--- src/hdl/piecewise_bezier_curve_eval_core_macros.svh ---
// ----------------------------------------------------------------------------
// piecewise bezier curve eval assertion macros
// shared concurrent assertion shorthands, clocked on clock, disabled in reset
// ----------------------------------------------------------------------------
`ifndef PIECEWISE_BEZIER_CURVE_EVAL_CORE_MACROS_SVH
`define PIECEWISE_BEZIER_CURVE_EVAL_CORE_MACROS_SVH

// same-cycle implication
`define PBC_ASSERT_IMP(name, ante, cons, msg) \
   name: assert property (@(posedge clock) disable iff (reset) (ante) |-> (cons)) \
      else $error(msg);

// next-cycle implication
`define PBC_ASSERT_NXT(name, ante, cons, msg) \
   name: assert property (@(posedge clock) disable iff (reset) (ante) |=> (cons)) \
      else $error(msg);

`endif

--- src/hdl/pbce_pkg.sv ---
// ----------------------------------------------------------------------------
// pbce_pkg
// types and constants of the piecewise bezier curve evaluator
// ----------------------------------------------------------------------------
`timescale 1ns / 1ps
`default_nettype none

package pbce_pkg;

   localparam int GRID_RES       = 4096;
   localparam int GRID_SHIFT     = $clog2(GRID_RES);
   localparam int MAX_POINTS_DEF = 64;
   localparam int BISECT_DEF     = 10;
   localparam int QDEPTH         = 2;
   localparam int VW             = 34;
   localparam int WW             = 29;
   localparam logic [6:0] POINTS_RESET = 7'd2;
   localparam logic MODE_WRITE = 1'b0;
   localparam logic MODE_EVAL  = 1'b1;

   typedef enum logic [2:0] {
      S_IDLE,
      S_FIRST,
      S_SCAN,
      S_HANDLE,
      S_MUL,
      S_ADD,
      S_SCALE,
      S_OUT
   } state_type;

   typedef struct packed {
      logic               mode;
      logic               ratio_ok;
      logic [5:0]         point_index;
      logic [12:0]        center_x;
      logic signed [15:0] center_y;
      logic [12:0]        left_x;
      logic signed [15:0] left_y;
      logic [12:0]        right_x;
      logic signed [15:0] right_y;
      logic signed [17:0] ratio;
      logic signed [31:0] start_value;
      logic signed [31:0] end_value;
   } entry_type;

endpackage

`default_nettype wire

--- src/hdl/pbce_front.sv ---
// ----------------------------------------------------------------------------
// pbce_front
// accepts items, checks the ratio range and queues them for the engine
// ----------------------------------------------------------------------------
`timescale 1ns / 1ps
`default_nettype none
`include "piecewise_bezier_curve_eval_core_macros.svh"

module pbce_front
   import pbce_pkg::*;
(
   input  wire logic               clock,
   input  wire logic               reset,
   input  wire logic               start,
   output logic                    busy,
   input  wire logic               req_mode,
   input  wire logic [5:0]         req_point_index,
   input  wire logic [12:0]        req_center_x,
   input  wire logic signed [15:0] req_center_y,
   input  wire logic [12:0]        req_left_x,
   input  wire logic signed [15:0] req_left_y,
   input  wire logic [12:0]        req_right_x,
   input  wire logic signed [15:0] req_right_y,
   input  wire logic signed [17:0] req_ratio,
   input  wire logic signed [31:0] req_start_value,
   input  wire logic signed [31:0] req_end_value,
   input  wire logic               pop,
   output logic                    head_valid,
   output entry_type               head
);

   entry_type  q_ff [QDEPTH];
   logic       wr_ptr_ff, wr_ptr_in;
   logic       rd_ptr_ff, rd_ptr_in;
   logic [1:0] count_ff, count_in;
   logic       push;
   entry_type  entry;

   always_comb begin
      entry.mode        = req_mode;
      entry.ratio_ok    = !req_ratio[17] && (req_ratio <= 18'sd65536);
      entry.point_index = req_point_index;
      entry.center_x    = req_center_x;
      entry.center_y    = req_center_y;
      entry.left_x      = req_left_x;
      entry.left_y      = req_left_y;
      entry.right_x     = req_right_x;
      entry.right_y     = req_right_y;
      entry.ratio       = req_ratio;
      entry.start_value = req_start_value;
      entry.end_value   = req_end_value;
   end

   assign busy       = (count_ff == 2'(QDEPTH));
   assign push       = start && !busy;
   assign head_valid = (count_ff != 2'd0);
   assign head       = q_ff[rd_ptr_ff];

   always_comb begin
      wr_ptr_in = wr_ptr_ff;
      rd_ptr_in = rd_ptr_ff;
      count_in  = count_ff;
      if (push) begin
         wr_ptr_in = ~wr_ptr_ff;
      end
      if (pop) begin
         rd_ptr_in = ~rd_ptr_ff;
      end
      if (push && !pop) begin
         count_in = count_ff + 2'd1;
      end else if (pop && !push) begin
         count_in = count_ff - 2'd1;
      end
   end

   always_ff @(posedge clock) begin
      if (reset) begin
         wr_ptr_ff <= 1'b0;
         rd_ptr_ff <= 1'b0;
         count_ff  <= 2'd0;
      end else begin
         wr_ptr_ff <= wr_ptr_in;
         rd_ptr_ff <= rd_ptr_in;
         count_ff  <= count_in;
      end
   end

   always_ff @(posedge clock) begin
      if (push) begin
         q_ff[wr_ptr_ff] <= entry;
      end
   end

   `PBC_ASSERT_IMP(a_pop_nonempty, pop, count_ff != 2'd0, "pop from empty queue")
   `PBC_ASSERT_IMP(a_count_max, 1'b1, count_ff <= 2'(QDEPTH), "queue count overflow")
   `PBC_ASSERT_NXT(a_count_up, push && !pop, count_ff == $past(count_ff) + 2'd1, "count lost")

endmodule

`default_nettype wire

--- config.mk ---
export PLATFORM = sky130hd
export DESIGN_NAME = pbce_front
export DESIGN_NICKNAME = d
export VERILOG_FILES = /design/src/hdl/pbce_pkg.sv /design/src/hdl/pbce_front.sv
export VERILOG_INCLUDE_DIRS = /design/src /design/src/hdl
export SDC_FILE = /design/constraint.sdc
export NUM_CORES = 1
export LEC_CHECK = 0
export BUFFER_PORTS_ARGS = -buffer_cell sky130_fd_sc_hd__buf_2
export CAP_MARGIN = 40
export CORE_UTILIZATION = 47
export CTS_CLUSTER_DIAMETER = 200
export DETAILED_ROUTE_END_ITERATION = 16
export PLACE_DENSITY = 0.75
export SLEW_MARGIN = 0
export SYNTH_ARGS = -nofsm -noshare
export SYNTH_HDL_FRONTEND = slang
export SYNTH_SLANG_ARGS = --single-unit
--- constraint.sdc ---
create_clock -name clock -period 5.49 [get_ports clock]
set_input_delay 0.8235 -clock clock [delete_from_list [all_inputs] [get_ports clock]]
set_output_delay 0.8235 -clock clock [all_outputs]
set_load 0.01 [all_outputs]
==> flow_summary.ini <==
[job]
cap_viol_max_count = 0

[power_and_ir_drop]
p_switching_w = 0.00150
total_power_w = 0.00664
p_clk_share_pct = 34.1
combPwrFrac_pct = 14.8
switching_share_pct = 22.6
pwr-share-seq_pct = 51.1
p_leak_nw = 6.57
pwr_density_cell_nw_per_um2 = 393
ir_drop_mv = 0.235
p_int_w = 0.00514

[place]
dp_hpwl_um = 16600
portBuffers = 358
placed_cells = 1305
gp_congestion = 0.715

[timing]
setup_violations = 0
fin_crit_sh_pct = 51.9
max_freq_ghz = 0.351
whs_ns = 0.506
min_period_ns = 2.85
rsz0062_at_grt = false
worst_slew_pin_slew_ns = 0.747
skew_ns = 0.00763
maxSlewViolCount = 0
final_hold_viol_count = 0
setup_tns_ns = 0
maxSlewHeadroom_pct = 50.2

[floorplan]
io_pins = 359
fp-row-count = 61
dieArea_um2 = 29500
die_h_um = 172
die_w_um = 172
start_util_pct = 48.3
design.core.area_um2 = 28100

[routing]
num_vias = 6666
drc = 0
antenna_left = 0
wl_um = 25100
drt_first_pass_iters = 6
avgViaCountPerCell = 4.86
drt-wirelength-per-cell_um = 18.3
drt_first_iter_violations = 424

[critical_path]
cp.arrival_ns = 2.03
rr_endpoint = q_ff[1][140]$_DFFE_PP_
r2r_start = count_ff[1]$_SDFFE_PP0P_
path_class = flop to primary output
ff2ff_path_depth = 5
crit_required_ns = 4.67
ff2ff_setup_slack_ns = 3.37
crit_path_start_kind = flop
worst-path-max-fanout = 92
cp-end-kind = primary output

[clocking]
cts_buffers = 37
cts_root_buf = clkbuf_16
cts.repair.resized = 0
cts_htree_levels = 2
cts_tree = yes
cts_hold_buf = 0
clk_pin_slew_ns = 0.06
cts_sinks = 359
clock_latency_ns = 0.50
clockBufferDepth = 3
postCtsSetupBuffers = 0

[cells_and_area]
fill_cells = 2114
final_common_cell = buf_2
final_core_util_pct = 60.2
fin_cells = 1372
drive_gt1_share_pct = 59.7
layout_common_cells = 358 x buf_2, 354 x edfxtp_1, 130 x mux2_4, 47 x mux2_2, 39 x clkbuf_16
area_growth_syn_to_layout_pct = 24.6
nets = 1147

[global_routing]
grt_overflow = 0
antenna_found_initial = 7
met1_usage_pct = 19.0
top_usage_layer = met2
grt_max_degree = 93
grt_use_met3_pct = 5.22
track_usage_pct = 16.4
grt_pass1_vias = 6668
met2_usage_pct = 28.4
grt_pass1_wl_um = 36400

[hold_path]
min_delay_path_depth = 1
min_from = req_left_x[1]
hold_path_class = input pin to flop
hold_end = q_ff[1][128]$_DFFE_PP_

[synth]
syn_nets = 763
ys.warnings.count = 0
seq_area_frac_synth_pct = 79.1
yosys.cell_types.count = 19
syn_inst = 582
syn_area_um2 = 13600
avgSynthCellArea_um2 = 23.3
ys_seq_elements = 359

[status]
status = finished clean
-- per-stage QoR --
stage               worst slack (ns)  instance area, um2
CTS                             2.63               16900
global route                    2.55               16900
finish                          2.64               16900
detailed placement              2.92               15800
floorplan                      0.308               13600
global placement                2.48               15700
-- sequential cells by signal (all words and copies together), names as in the netlist, named ones only --
register	cells
count_ff	2
q_ff	354
rd_ptr_ff	1
wr_ptr_ff	1
-- metal layers --
layer,up-vias,share of wire (%)
met5,-,0.092
met4,4,1.8
met3,41,8.1
met2,250,52
met1,3274,38
li1,3097,-
-- power by group through the flow --
stage	clock, W	combinational [W]	sequential (W)
after global placement	0	0.000970	0.00343
after CTS	0.00233	0.000997	0.00339
after detailed placement	0	0.000991	0.00345
after global routing	0.00243	0.00106	0.00341
after floorplan	0	0.000611	0.00347
final	0.00227	0.000982	0.00339
-- layout make-up --
type	count	area, um2	area share [%]
multi-input cells	200	2630	15.5
flip-flops and latches	359	10700	63.5
well taps	378	473	2.80
inverters	3	16.3	0.0963
diodes	5	12.5	0.0740
clock inverters	16	101	0.600
repair buffers	365	1930	11.4
clock buffers	46	1000	5.93
-- worst max-delay path by stage --
stage / endpoint / slack (ns)
6_report: head[174] / 2.64
2_1_floorplan: q_ff[0][0]$_DFFE_PP_ / 0.31
4_1_cts: head[174] / 2.63
5_1_grt: head[174] / 2.55
3_3_place_gp: q_ff[0][36]$_DFFE_PP_ / 2.48
3_5_place_dp: q_ff[1][167]$_DFFE_PP_ / 2.92
-- synthesized netlist by cell type, drive strengths merged --
master | n | area (um2)
dfxtp | 5 | 100
and2 | 1 | 6.26
nor4 | 4 | 25.0
inv | 3 | 11.3
or3 | 2 | 12.5
xor2 | 2 | 17.5
nand4 | 1 | 6.26
buf | 20 | 200
edfxtp | 354 | 10600
mux2 | 177 | 2480
nor2b | 1 | 6.26
ha | 1 | 12.5
o21ai | 2 | 10.0
xnor2 | 1 | 8.76
nor2 | 4 | 15.0
or2 | 1 | 6.26
a21oi | 3 | 15.0
-- logic make-up (layout without fill, tap and decap cells) --
logic type / after synthesis / count (layout) / share of synthesized area (%)
XOR/XNOR: 3 / 3 / 0.194
adder cells (fa/ha/maj): 1 / 1 / 0.0922
other: 0 / 5 / 0
multiplexers: 177 / 177 / 18.3
AO/OA/AOI/OAI: 5 / 5 / 0.184
flip-flops: 359 / 359 / 79.1
AND/OR/NAND/NOR: 14 / 14 / 0.572
buffers and inverters: 23 / 430 / 1.56
-- worst max-delay path, cell delays in order, from the launching register on --
cell and delay [ns]:
dfxtp_4 0.37, buf_12 0.43, mux2_2 0.42, buf_2 0.16
No activity file was read; power rests on OpenSTA's default activity.
